==> config.mk <==
export PLATFORM = sky130hd
export DESIGN_NAME = bezier_easing_solver_core
export DESIGN_NICKNAME = d
export VERILOG_FILES = /design/src/rtl/bes_pkg.sv /design/src/rtl/bezier_easing_solver_core.sv /design/src/rtl/bes_ctrl.sv /design/src/rtl/bes_dpath.sv
export SDC_FILE = /design/constraint.sdc
export NUM_CORES = 2
export LEC_CHECK = 0
export BUFFER_PORTS_ARGS = -buffer_cell sky130_fd_sc_hd__clkbuf_2
export CAP_MARGIN = 20
export CORE_MARGIN = 5
export CORE_UTILIZATION = 40
export CTS_CLUSTER_SIZE = 14
export DETAILED_ROUTE_END_ITERATION = 10
export GPL_TIMING_DRIVEN = 0
export HOLD_SLACK_MARGIN = 0.02
export REMOVE_ABC_BUFFERS = 1
export SYNTH_ARGS = -nofsm -noshare
export SYNTH_HDL_FRONTEND = slang
export SYNTH_SLANG_ARGS = --single-unit
export TNS_END_PERCENT = 100
==> constraint.sdc <==
create_clock -name clk -period 14.8 [get_ports clk]
set_input_delay 0.74 -clock clk [delete_from_list [all_inputs] [get_ports clk]]
set_output_delay 0.74 -clock clk [all_outputs]
set_load 0.03 [all_outputs]
==> src/rtl/bes_pkg.sv <==
// Bezier easing solver package: constants, controller/datapath command and status types.
// No dependencies.
`default_nettype none
package bes_pkg;
	localparam int MAX_INNER_POINTS_DEF = 6;
	localparam int FRACTION_BITS_DEF    = 14;
	localparam int Q14_W                = 16;
	localparam int CFG_W                = 32;
	localparam int CFG_IDX_W            = 3;
	localparam int LIMIT_W              = 7;
	localparam int COUNT_W              = 3;

	localparam logic [CFG_IDX_W-1:0] REG_INNER_COUNT = 3'd0;
	localparam logic [CFG_IDX_W-1:0] REG_POINT_ONE   = 3'd1;
	localparam logic [CFG_IDX_W-1:0] REG_POINT_SIX   = 3'd6;
	localparam logic [CFG_IDX_W-1:0] REG_ITER_LIMIT  = 3'd7;
	localparam logic [LIMIT_W-1:0]   LIMIT_RESET     = 7'd100;

	localparam logic ACT_SOLVE = 1'b0;
	localparam logic ACT_EVAL  = 1'b1;

	// datapath commands
	typedef struct packed {
		logic load;       // take item, set t
		logic start_x;    // evaluate x(t) and slope
		logic start_y;    // evaluate y(t)
		logic start_div;  // Newton quotient
		logic upd_t;      // t -= delta
	} bes_cmd_t;

	typedef struct packed {
		logic curve_done;
		logic div_done;
		logic slope_zero;
		logic delta_zero;
	} bes_sts_t;
endpackage
`default_nettype wire

==> src/rtl/bezier_easing_solver_core.sv <==
// Bezier easing solver top level: config registers, controller and datapath.
// Depends on bes_pkg, bes_ctrl, bes_dpath.
// An evaluation runs an x and a y curve pass; a solve first adds, per Newton step,
// an x curve pass (with slope) and a divide.
// One item at a time; the divider and the single lerp unit set the rate.
// arst_n clears control and config registers (iteration_limit resets to 100).
`default_nettype none
module bezier_easing_solver_core #(
	parameter int MAX_INNER_POINTS = bes_pkg::MAX_INNER_POINTS_DEF,
	parameter int FRACTION_BITS    = bes_pkg::FRACTION_BITS_DEF
) (
	input  wire logic                            clk,
	input  wire logic                            arst_n,
	input  wire logic                            cfg_we,
	input  wire logic [bes_pkg::CFG_IDX_W-1:0]   cfg_index,
	input  wire logic [bes_pkg::CFG_W-1:0]       cfg_data,
	input  wire logic                            in_valid,
	output logic                                 in_ready,
	input  wire logic                            action,
	input  wire logic signed [15:0]              position,
	output logic                                 out_valid,
	input  wire logic                            out_ready,
	output logic signed [15:0]                   x_value,
	output logic signed [15:0]                   y_value,
	output logic signed [15:0]                   param_t,
	output logic                                 converged,
	output logic                                 zero_slope
);
	logic [bes_pkg::COUNT_W-1:0] inner_count_q;
	logic [MAX_INNER_POINTS*32-1:0] points_q;
	logic [bes_pkg::LIMIT_W-1:0] limit_q;
	bes_pkg::bes_cmd_t cmd;
	bes_pkg::bes_sts_t sts;
	logic busy, in_fire, out_fire;
	logic signed [15:0] xv, yv;
	logic first_q; // first finished curve of the wrap-up is x, second y

	assign in_ready = !busy;
	assign in_fire  = in_valid && in_ready;
	assign out_fire = out_valid && out_ready;

	// config beats; unknown indexes fall through
	always_ff @(posedge clk or negedge arst_n) begin
		if (!arst_n) begin
			inner_count_q <= '0;
			points_q <= '0;
			limit_q <= bes_pkg::LIMIT_RESET;
		end else if (cfg_we) begin
			if (cfg_index == bes_pkg::REG_INNER_COUNT)
				inner_count_q <= cfg_data[bes_pkg::COUNT_W-1:0];
			else if (cfg_index == bes_pkg::REG_ITER_LIMIT)
				limit_q <= cfg_data[bes_pkg::LIMIT_W-1:0];
			else if (cfg_index >= bes_pkg::REG_POINT_ONE && cfg_index <= bes_pkg::REG_POINT_SIX)
				for (int i = 0; i < MAX_INNER_POINTS; i++)
					if (int'(cfg_index) == i + 1) points_q[i*32 +: 32] <= cfg_data;
		end
	end

	bes_ctrl u_ctrl (
		.clk(clk), .arst_n(arst_n), .in_fire(in_fire), .action(action),
		.iteration_limit(limit_q), .out_fire(out_fire), .sts(sts), .cmd(cmd),
		.busy(busy), .out_valid(out_valid), .conv(converged), .flat(zero_slope)
	);

	bes_dpath #(.MAX_INNER_POINTS(MAX_INNER_POINTS), .FRACTION_BITS(FRACTION_BITS)) u_dp (
		.clk(clk), .arst_n(arst_n), .cmd(cmd), .action(action), .position(position),
		.inner_count(inner_count_q), .points(points_q), .sts(sts),
		.x_value(xv), .y_value(yv), .param_t(param_t)
	);

	// the datapath latches each finished curve; keep x from the wrap-up x pass
	always_ff @(posedge clk or negedge arst_n) begin
		if (!arst_n) first_q <= 1'b0;
		else if (cmd.start_y) first_q <= 1'b1;
		else if (in_fire) first_q <= 1'b0;
	end
	always_ff @(posedge clk) begin
		if (cmd.start_y) x_value <= xv;
	end
	assign y_value = first_q ? yv : xv;

	a_one_flag: assert property (@(posedge clk) disable iff (!arst_n)
		out_valid |-> !(converged && zero_slope)) else $error("both flags set");
	a_no_take_busy: assert property (@(posedge clk) disable iff (!arst_n)
		out_valid |-> !in_ready) else $error("input open while result held");
	a_out_hold: assert property (@(posedge clk) disable iff (!arst_n)
		out_valid && !out_ready |=> out_valid) else $error("result dropped");
endmodule
`default_nettype wire

==> src/rtl/bes_ctrl.sv <==
// Bezier easing solver controller: sequences evaluations and Newton steps.
// Depends on bes_pkg.
`default_nettype none
module bes_ctrl (
	input  wire logic                         clk,
	input  wire logic                         arst_n,
	input  wire logic                         in_fire,
	input  wire logic                         action,
	input  wire logic [bes_pkg::LIMIT_W-1:0]  iteration_limit,
	input  wire logic                         out_fire,
	input  wire bes_pkg::bes_sts_t            sts,
	output bes_pkg::bes_cmd_t                 cmd,
	output logic                              busy,
	output logic                              out_valid,
	output logic                              conv,
	output logic                              flat
);
	localparam logic [3:0] ST_IDLE = 4'd0, ST_XN = 4'd1, ST_XNW = 4'd2, ST_DIV = 4'd3,
		ST_DIVW = 4'd4, ST_FX = 4'd5, ST_FXW = 4'd6, ST_FY = 4'd7, ST_FYW = 4'd8,
		ST_OUT = 4'd9;
	logic [3:0] state_q;
	logic [bes_pkg::LIMIT_W-1:0] left_q;
	logic conv_q, flat_q;

	always_comb begin
		cmd = '0;
		cmd.load      = in_fire;
		cmd.start_x   = (state_q == ST_XN) || (state_q == ST_FX);
		cmd.start_div = (state_q == ST_DIV);
		cmd.start_y   = (state_q == ST_FY);
		cmd.upd_t     = (state_q == ST_DIVW) && sts.div_done;
	end
	assign busy = (state_q != ST_IDLE);
	assign out_valid = (state_q == ST_OUT);
	assign conv = conv_q;
	assign flat = flat_q;

	always_ff @(posedge clk or negedge arst_n) begin
		if (!arst_n) begin
			state_q <= ST_IDLE;
			left_q <= '0;
			conv_q <= 1'b0;
			flat_q <= 1'b0;
		end else begin
			unique case (state_q)
				ST_IDLE: if (in_fire) begin
					conv_q <= 1'b0;
					flat_q <= 1'b0;
					left_q <= (iteration_limit == '0) ? 7'd1 : iteration_limit;
					state_q <= (action == bes_pkg::ACT_EVAL) ? ST_FX : ST_XN;
				end
				ST_XN: state_q <= ST_XNW;
				ST_XNW: if (sts.curve_done) begin
					if (sts.slope_zero) begin
						flat_q <= 1'b1;
						state_q <= ST_FX;
					end else state_q <= ST_DIV;
				end
				ST_DIV: state_q <= ST_DIVW;
				ST_DIVW: if (sts.div_done) begin
					left_q <= left_q - 7'd1;
					if (sts.delta_zero) begin
						conv_q <= 1'b1;
						state_q <= ST_FX;
					end else if (left_q == 7'd1) state_q <= ST_FX;
					else state_q <= ST_XN;
				end
				ST_FX: state_q <= ST_FXW;
				ST_FXW: if (sts.curve_done) state_q <= ST_FY;
				ST_FY: state_q <= ST_FYW;
				ST_FYW: if (sts.curve_done) state_q <= ST_OUT;
				ST_OUT: if (out_fire) state_q <= ST_IDLE;
				default: state_q <= ST_IDLE;
			endcase
		end
	end
endmodule
`default_nettype wire

==> src/rtl/bes_dpath.sv <==
// Bezier easing solver datapath: de Casteljau unit (one lerp per cycle),
// restoring divider (one quotient bit per cycle), t register and result registers.
// Depends on bes_pkg.
`default_nettype none
module bes_dpath #(
	parameter int MAX_INNER_POINTS = bes_pkg::MAX_INNER_POINTS_DEF,
	parameter int FRACTION_BITS    = bes_pkg::FRACTION_BITS_DEF
) (
	input  wire logic                          clk,
	input  wire logic                          arst_n,
	input  wire bes_pkg::bes_cmd_t             cmd,
	input  wire logic                          action,
	input  wire logic signed [15:0]            position,
	input  wire logic [bes_pkg::COUNT_W-1:0]   inner_count,
	input  wire logic [MAX_INNER_POINTS*32-1:0] points,
	output bes_pkg::bes_sts_t                  sts,
	output logic signed [15:0]                 x_value,
	output logic signed [15:0]                 y_value,
	output logic signed [15:0]                 param_t
);
	localparam int W   = FRACTION_BITS + 2;           // internal value, [-2,2)
	localparam int NP  = MAX_INNER_POINTS + 2;
	localparam int IW  = $clog2(NP);
	localparam int DW  = W + 4;                        // slope: n*(diff)
	localparam int NW  = W + 2 + FRACTION_BITS;        // dividend magnitude
	localparam int CW  = $clog2(NW + 1);
	localparam logic signed [W-1:0] SAT_HI = {2'b01, {FRACTION_BITS{1'b1}}};
	localparam logic signed [W-1:0] SAT_LO = {2'b10, {FRACTION_BITS{1'b0}}};

	function automatic logic signed [W-1:0] sat_w(input logic signed [W+4:0] v);
		if (v > (W+5)'(SAT_HI)) return SAT_HI;
		if (v < (W+5)'(SAT_LO)) return SAT_LO;
		return v[W-1:0];
	endfunction

	function automatic logic signed [W-1:0] from_q(input logic signed [15:0] v);
		logic signed [W+20:0] e;
		e = (W+21)'(v);
		if (FRACTION_BITS >= 14) e = e <<< (FRACTION_BITS - 14);
		else e = (e + ((W+21)'(1) <<< (13 - FRACTION_BITS))) >>> (14 - FRACTION_BITS);
		if (e > (W+21)'(SAT_HI)) return SAT_HI;
		if (e < (W+21)'(SAT_LO)) return SAT_LO;
		return e[W-1:0];
	endfunction

	function automatic logic signed [15:0] to_q(input logic signed [W-1:0] v);
		logic signed [W+16:0] e;
		e = (W+17)'(v);
		if (FRACTION_BITS > 14) e = (e + ((W+17)'(1) <<< (FRACTION_BITS - 15)))
			>>> (FRACTION_BITS - 14);
		else e = e <<< (14 - FRACTION_BITS);
		if (e > 32767) return 16'sh7fff;
		if (e < -32768) return 16'sh8000;
		return e[15:0];
	endfunction

	// low bit of inner point i in the packed point bus; rows outside 1..MAX map to 0
	function automatic int pt_lsb(input int i);
		return ((i >= 1) && (i <= MAX_INNER_POINTS)) ? (i - 1) * 32 : 0;
	endfunction

	logic signed [W-1:0] t_q, target_q;
	logic                act_q;
	logic [IW-1:0]       n_q;

	// de Casteljau working row
	logic signed [W-1:0] b_q [NP];
	logic [IW-1:0]       lvl_q, idx_q;
	logic                run_q, done_q;
	logic signed [DW-1:0] slope_q;
	logic signed [W-1:0] curve_q;

	logic [IW-1:0] n_now;
	always_comb begin
		n_now = (inner_count > bes_pkg::COUNT_W'(MAX_INNER_POINTS))
			? IW'(MAX_INNER_POINTS + 1) : IW'(inner_count) + IW'(1);
	end

	logic signed [W:0]     diff;
	logic signed [2*W+1:0] prod;
	logic signed [2*W+1:0] rnd;
	always_comb begin
		diff = (W+1)'(b_q[idx_q + IW'(1)]) - (W+1)'(b_q[idx_q]);
		prod = (2*W+2)'(t_q) * (2*W+2)'(diff);
		rnd  = (prod + ((2*W+2)'(1) <<< (FRACTION_BITS - 1))) >>> FRACTION_BITS;
	end

	// divider
	logic [NW-1:0] num_q, quo_q;
	logic [NW:0]   rem_q;
	logic [DW-1:0] den_q;
	logic          neg_q, drun_q, ddone_q;
	logic [CW-1:0] dcnt_q;
	logic [NW:0]   rem_sh;
	assign rem_sh = {rem_q[NW-1:0], num_q[NW-1]};

	logic signed [W+1:0]  errv;
	logic signed [NW:0]   errs;
	assign errv = (W+2)'(curve_q) - (W+2)'(target_q);
	assign errs = (NW+1)'(errv) <<< FRACTION_BITS;

	logic signed [NW:0] delta;
	assign delta = neg_q ? -(NW+1)'(quo_q) : (NW+1)'(quo_q);
	logic signed [NW+1:0] tnew;
	assign tnew = (NW+2)'(t_q) - (NW+2)'(delta);

	assign sts.curve_done = done_q;
	assign sts.div_done   = ddone_q;
	assign sts.slope_zero = (slope_q == '0);
	assign sts.delta_zero = (quo_q == '0);

	always_ff @(posedge clk or negedge arst_n) begin
		if (!arst_n) begin
			run_q <= 1'b0;
			done_q <= 1'b0;
			drun_q <= 1'b0;
			ddone_q <= 1'b0;
		end else begin
			done_q <= 1'b0;
			ddone_q <= 1'b0;
			if (cmd.start_x || cmd.start_y) run_q <= 1'b1;
			else if (run_q && lvl_q == IW'(1) && idx_q == '0) begin
				run_q <= 1'b0;
				done_q <= 1'b1;
			end
			if (cmd.start_div) drun_q <= 1'b1;
			else if (drun_q && dcnt_q == CW'(1)) begin
				drun_q <= 1'b0;
				ddone_q <= 1'b1;
			end
		end
	end

	always_ff @(posedge clk) begin
		if (cmd.load) begin
			act_q <= action;
			n_q <= n_now;
			target_q <= from_q(position);
			t_q <= (action == bes_pkg::ACT_EVAL) ? from_q(position)
				: W'(1) <<< (FRACTION_BITS - 1);
			param_t <= position;
		end
		if (cmd.start_x || cmd.start_y) begin
			for (int i = 0; i < NP; i++) begin
				if (i == 0) b_q[i] <= '0;
				else if (i < int'(n_q))
					b_q[i] <= from_q(cmd.start_x ? points[pt_lsb(i)+16 +: 16]
						: points[pt_lsb(i) +: 16]);
				else b_q[i] <= SAT_HI > (W'(1) <<< FRACTION_BITS)
					? (W'(1) <<< FRACTION_BITS) : SAT_HI;
			end
			lvl_q <= n_q;
			idx_q <= '0;
		end else if (run_q) begin
			if (lvl_q == IW'(1))
				slope_q <= DW'(n_q) * (DW'(b_q[1]) - DW'(b_q[0]));
			b_q[idx_q] <= sat_w((W+5)'(b_q[idx_q]) + (W+5)'(rnd));
			if (idx_q == lvl_q - IW'(1)) begin
				idx_q <= '0;
				lvl_q <= lvl_q - IW'(1);
			end else idx_q <= idx_q + IW'(1);
			if (lvl_q == IW'(1)) curve_q <= sat_w((W+5)'(b_q[0]) + (W+5)'(rnd));
		end
		if (cmd.start_div) begin
			num_q <= errs[NW] ? NW'(-errs) : NW'(errs);
			den_q <= slope_q[DW-1] ? DW'(-slope_q) : DW'(slope_q);
			neg_q <= errs[NW] ^ slope_q[DW-1];
			rem_q <= '0;
			quo_q <= '0;
			dcnt_q <= CW'(NW);
		end else if (drun_q) begin
			num_q <= num_q << 1;
			dcnt_q <= dcnt_q - CW'(1);
			if (rem_sh >= (NW+1)'(den_q)) begin
				rem_q <= rem_sh - (NW+1)'(den_q);
				quo_q <= {quo_q[NW-2:0], 1'b1};
			end else begin
				rem_q <= rem_sh;
				quo_q <= {quo_q[NW-2:0], 1'b0};
			end
		end
		if (cmd.upd_t) begin
			if (tnew > (NW+2)'(SAT_HI)) t_q <= SAT_HI;
			else if (tnew < (NW+2)'(SAT_LO)) t_q <= SAT_LO;
			else t_q <= tnew[W-1:0];
		end
		if (done_q) begin
			if (!act_q) param_t <= to_q(t_q);
			x_value <= to_q(curve_q);
			y_value <= to_q(curve_q);
		end
	end
endmodule
`default_nettype wire

==> load_flow_metrics.sql <==
INSERT INTO impl_metrics (metric_group, metric, value, unit) VALUES
('synth', 'synth_async_sr_flop_share', '37.4', '%'),
('drt', 'drt_first_iter_violations', '2605', ''),
('min_path', 'hp-class', 'in2reg', ''),
('synth', 'synth_cells', '4420', ''),
('timing', 'fin_worst_skew', '0.0338', 'ns'),
('place', 'place.port_buffers', '108', ''),
('drt', 'dr_total_vias', '32600', ''),
('floorplan', 'dieArea', '0.120', 'mm2'),
('synth', 'synthAdderAreaFrac', '20.4', '%'),
('clock_tree', 'cts.sink_count', '585', ''),
('synth', 'post_synth_num_cell_types', '84', ''),
('drt', 'avgViaCountPerCell', '5.43', ''),
('synth', 'yosys-mux-area-fraction', '12.3', '%'),
('global_routing', 'gr-usage-all-layers', '19.6', '%'),
('timing', 'final.period_utilization', '95.6', '%'),
('synth', 'synth-compound-area-share', '10.3', '%'),
('synth', 'synthFlopType', 'sky130_fd_sc_hd__edfxtp_1', ''),
('place', 'weighted_congestion_reported_at_the_end_of_routability_driven_placement', '0.916', ''),
('layout', 'final_core_util', '44.9', '%'),
('global_routing', 'grt_antenna_before_repair', '3', ''),
('worst_setup_path', 'path_class', 'reg2reg', ''),
('timing', 'finalMaxSlewViolations', '0', ''),
('layout', 'most-common-layout-cells', 'sky130_fd_sc_hd__inv_1 (515), sky130_fd_sc_hd__nand2_1 (360), sky130_fd_sc_hd__fa_1 (300)', ''),
('drt', 'drt.antenna.violating_nets', '0', ''),
('worst_setup_path', 'cpMaxStageDelayCell', 'sky130_fd_sc_hd__fa_1', ''),
('floorplan', 'floorplan.die.height', '346', 'um'),
('layout', 'flow.area_growth_from_synthesis', '11.6', '%'),
('synth', 'syn-mean-instance-area', '10.2', 'um2'),
('worst_setup_path', 'cp-start-kind', 'register', ''),
('global_routing', 'globalRoute.totalOverflow', '0', ''),
('floorplan', 'placeableCoreArea', '0.112', 'mm2'),
('worst_setup_path', 'timing.reg2reg.worst_path_depth', '49', ''),
('timing', 'final.min_clock_period', '14.14', 'ns'),
('timing', 'hold_viol', '0', ''),
('floorplan', 'start_util', '40.2', '%'),
('drt', 'detail_route.wl_per_cell', '19.8', 'um'),
('synth', 'synth_xor_area_share', '4.51', '%'),
('worst_setup_path', 'worst_ep_arrival_time', '14.50', 'ns'),
('worst_setup_path', 'end_kind', 'register', ''),
('timing', 'timing_worst_slew_pin_value', '1.13', 'ns'),
('timing', 'maxClockFrequency', '70.7', 'MHz'),
('synth', 'synth_edf_count', '274', ''),
('synth', 'synth_simple_gate_area_share', '11.9', '%'),
('floorplan', 'ioPinCount', '109', ''),
('drt', 'routed_wl', '119000', 'um'),
('place', 'dp.final_hpwl', '89700', 'um'),
('layout', 'layout_commonest_cell', 'sky130_fd_sc_hd__inv_1', ''),
('clock_tree', 'clock_path_buffers', '3', ''),
('clock_tree', 'later_pin_clock_latency_in_the_skew_report', '0.66', 'ns'),
('global_routing', 'grt_max_degree', '111', ''),
('timing', 'final_total_negative_setup_slack', '0', 'ns'),
('floorplan', 'placement_rows', '123', ''),
('timing', 'finalSetupViolations', '0', ''),
('min_path', 'hold_path_depth', '2', ''),
('worst_setup_path', 'critical_path.most_common_cell', 'sky130_fd_sc_hd__fa_1', ''),
('synth', 'synth_area', '0.0453', 'mm2'),
('synth', 'number_of_synthesis_warnings', '0', ''),
('global_routing', 'grt_pass1_wl', '188000', 'um'),
('flow_run', 'cap_viol_max_count', '0', ''),
('clock_tree', 'cts_root_buf', 'sky130_fd_sc_hd__clkbuf_16', ''),
('synth', 'ys_seq_area_share', '34.4', '%'),
('timing', 'slew-limit-headroom', '24.5', '%'),
('layout', 'post_route_cells_drive_above_1_share', '14.8', '%'),
('worst_setup_path', 'largest_stage_delay_on_the_critical_path', '0.55', 'ns'),
('worst_setup_path', 'cp_max_fo', '14', ''),
('run_status', 'status', 'finished, final reports clean', ''),
('synth', 'ys_ff_latch', '585', ''),
('clock_tree', 'cts_tree', 'yes', ''),
('clock_tree', 'cts-htree-levels', '3', ''),
('layout', 'nNetsFinal', '5063', ''),
('synth', 'dominant_combinational_cell_family_by_area_after_synthesis', 'adder cells', ''),
('drt', 'drt_first_pass_iters', '5', ''),
('worst_setup_path', 'required_time_of_the_critical_path', '15.15', 'ns'),
('floorplan', 'chip_width', '346', 'um'),
('drt', 'drc_errors', '0', ''),
('global_routing', 'grt_pass1_vias', '32500', ''),
('layout', 'layout.filler_cells', '10600', ''),
('clock_tree', 'number_of_buffers_created_by_cts', '69', ''),
('clock_tree', 'path_clk_slew', '0.07', 'ns');
[cells in the mapped netlist (49+ instances only)]
cell,count,area (um2)
sky130_fd_sc_hd__inv_1,515,1930
sky130_fd_sc_hd__nand2_1,362,1360
sky130_fd_sc_hd__fa_1,300,6010
sky130_fd_sc_hd__edfxtp_1,274,8230
sky130_fd_sc_hd__nor2_1,259,972
sky130_fd_sc_hd__ha_1,257,3220
sky130_fd_sc_hd__mux2_2,221,2490
sky130_fd_sc_hd__dfrtp_1,216,5410
sky130_fd_sc_hd__clkbuf_1,191,717
sky130_fd_sc_hd__o21ai_0,174,871
sky130_fd_sc_hd__a21oi_1,171,856
sky130_fd_sc_hd__mux2i_1,165,1650
sky130_fd_sc_hd__xnor2_1,144,1260
sky130_fd_sc_hd__and2_1,125,782
sky130_fd_sc_hd__o22ai_1,102,638
sky130_fd_sc_hd__dfxtp_1,92,1840
sky130_fd_sc_hd__xor2_1,89,780
sky130_fd_sc_hd__nor3_1,65,325
sky130_fd_sc_hd__mux4_2,64,1440
sky130_fd_sc_hd__nand3_1,54,270
sky130_fd_sc_hd__nor2b_1,50,313
sky130_fd_sc_hd__nand2b_1,49,307
[cell type report]
| type | count | area, um2 | share of cell area (%) |
|---|---|---|---|
| Timing Repair Buffer | 176 | 1550 | 3.07 |
| Clock buffer | 98 | 2050 | 4.07 |
| Sequential cell | 585 | 15600 | 30.8 |
| Antenna cell | 1 | 2.50 | 0.00496 |
| Inverter | 516 | 1940 | 3.84 |
| Multi-Input combinational cell | 3101 | 27300 | 54.0 |
| Clock inverter | 25 | 246 | 0.488 |
| Tap cell | 1500 | 1880 | 3.72 |
[worst paths after layout]
| check | startpoint | endpoint | slack (ns) |
|---|---|---|---|
| max | u_dp.idx_q[1] | u_dp.b_q[5][6] | 0.66 |
| min | out_ready | u_ctrl.state_q[0] | 0.33 |
| max reg2reg | u_dp.idx_q[1] | u_dp.b_q[5][6] | 0.66 |
| min reg2reg | u_dp.x_value[5] | x_value[5] | 0.45 |
| max in group asynchronous | arst_n | points_q[96] | 12.97 |
| min in group asynchronous | arst_n | points_q[44] | 0.52 |
[metrics by stage]
stage | instance area, um2 | hold WS [ns] | worst slack, ns | instances
6_report | 50500 | 0.327 | 0.657 | 6002
5_1_grt | 50500 | 0.311 | -0.0323 | 6001
4_1_cts | 50300 | 0.290 | 0.0352 | 5991
3_5_place_dp | 47900 | 0.438 | -0.881 | 5865
3_3_place_gp | 46800 | 0.431 | -4.69 | 5810
2_1_floorplan | 44400 | 0.426 | 0.0911 | 4202
[worst max-delay path, delay by kind of cell (launching register included)]
kind | cells | cell delay, ns
compound gates | 19 | 4.79
fa+ha+maj | 11 | 4.86
mux | 2 | 0.56
buf+inv | 7 | 0.78
xor+xnor | 2 | 0.62
flops | 1 | 0.53
simple gates | 8 | 1.65
[cell families (layout without fill, tap and decap cells)]
family,count (synthesis),in the layout
and+or+nand+nor,1118,1118
AOI/OAI and AO/OA,741,741
buffers and inverters,734,815
DFF,585,585
adders and majority gates,559,559
muxes,450,450
xor gates and xnor gates,233,233
other,0,1
[routing by layer]
layer  GRT usage (%)  share of wire [%]
met1            27.2                 44
met2            30.9                 45
met3            4.01                7.4
met4            6.63                3.8
met5               0              0.022
[flip-flops by register name, indices dropped and copies added (netlist names), 18 cells and up, named ones only]
register / count
u_dp.rem_q: 32
u_dp.quo_q: 32
u_dp.b_q: 128
u_dp.slope_q: 20
u_dp.num_q: 18
points_q: 192
u_dp.den_q: 20
[timing repair]
item                                   4_1_cts  5_1_grt
resized for setup                            8       25
buffers inserted                             2        9
setup endpoints to repair                  120      130
hold buffers                                 1        0
pin swaps                                    1        2
endpoints found under the hold margin       22        0
Power is not shown: default switching activity piles up to over one toggle a cycle in this logic, so the estimate is an artifact.
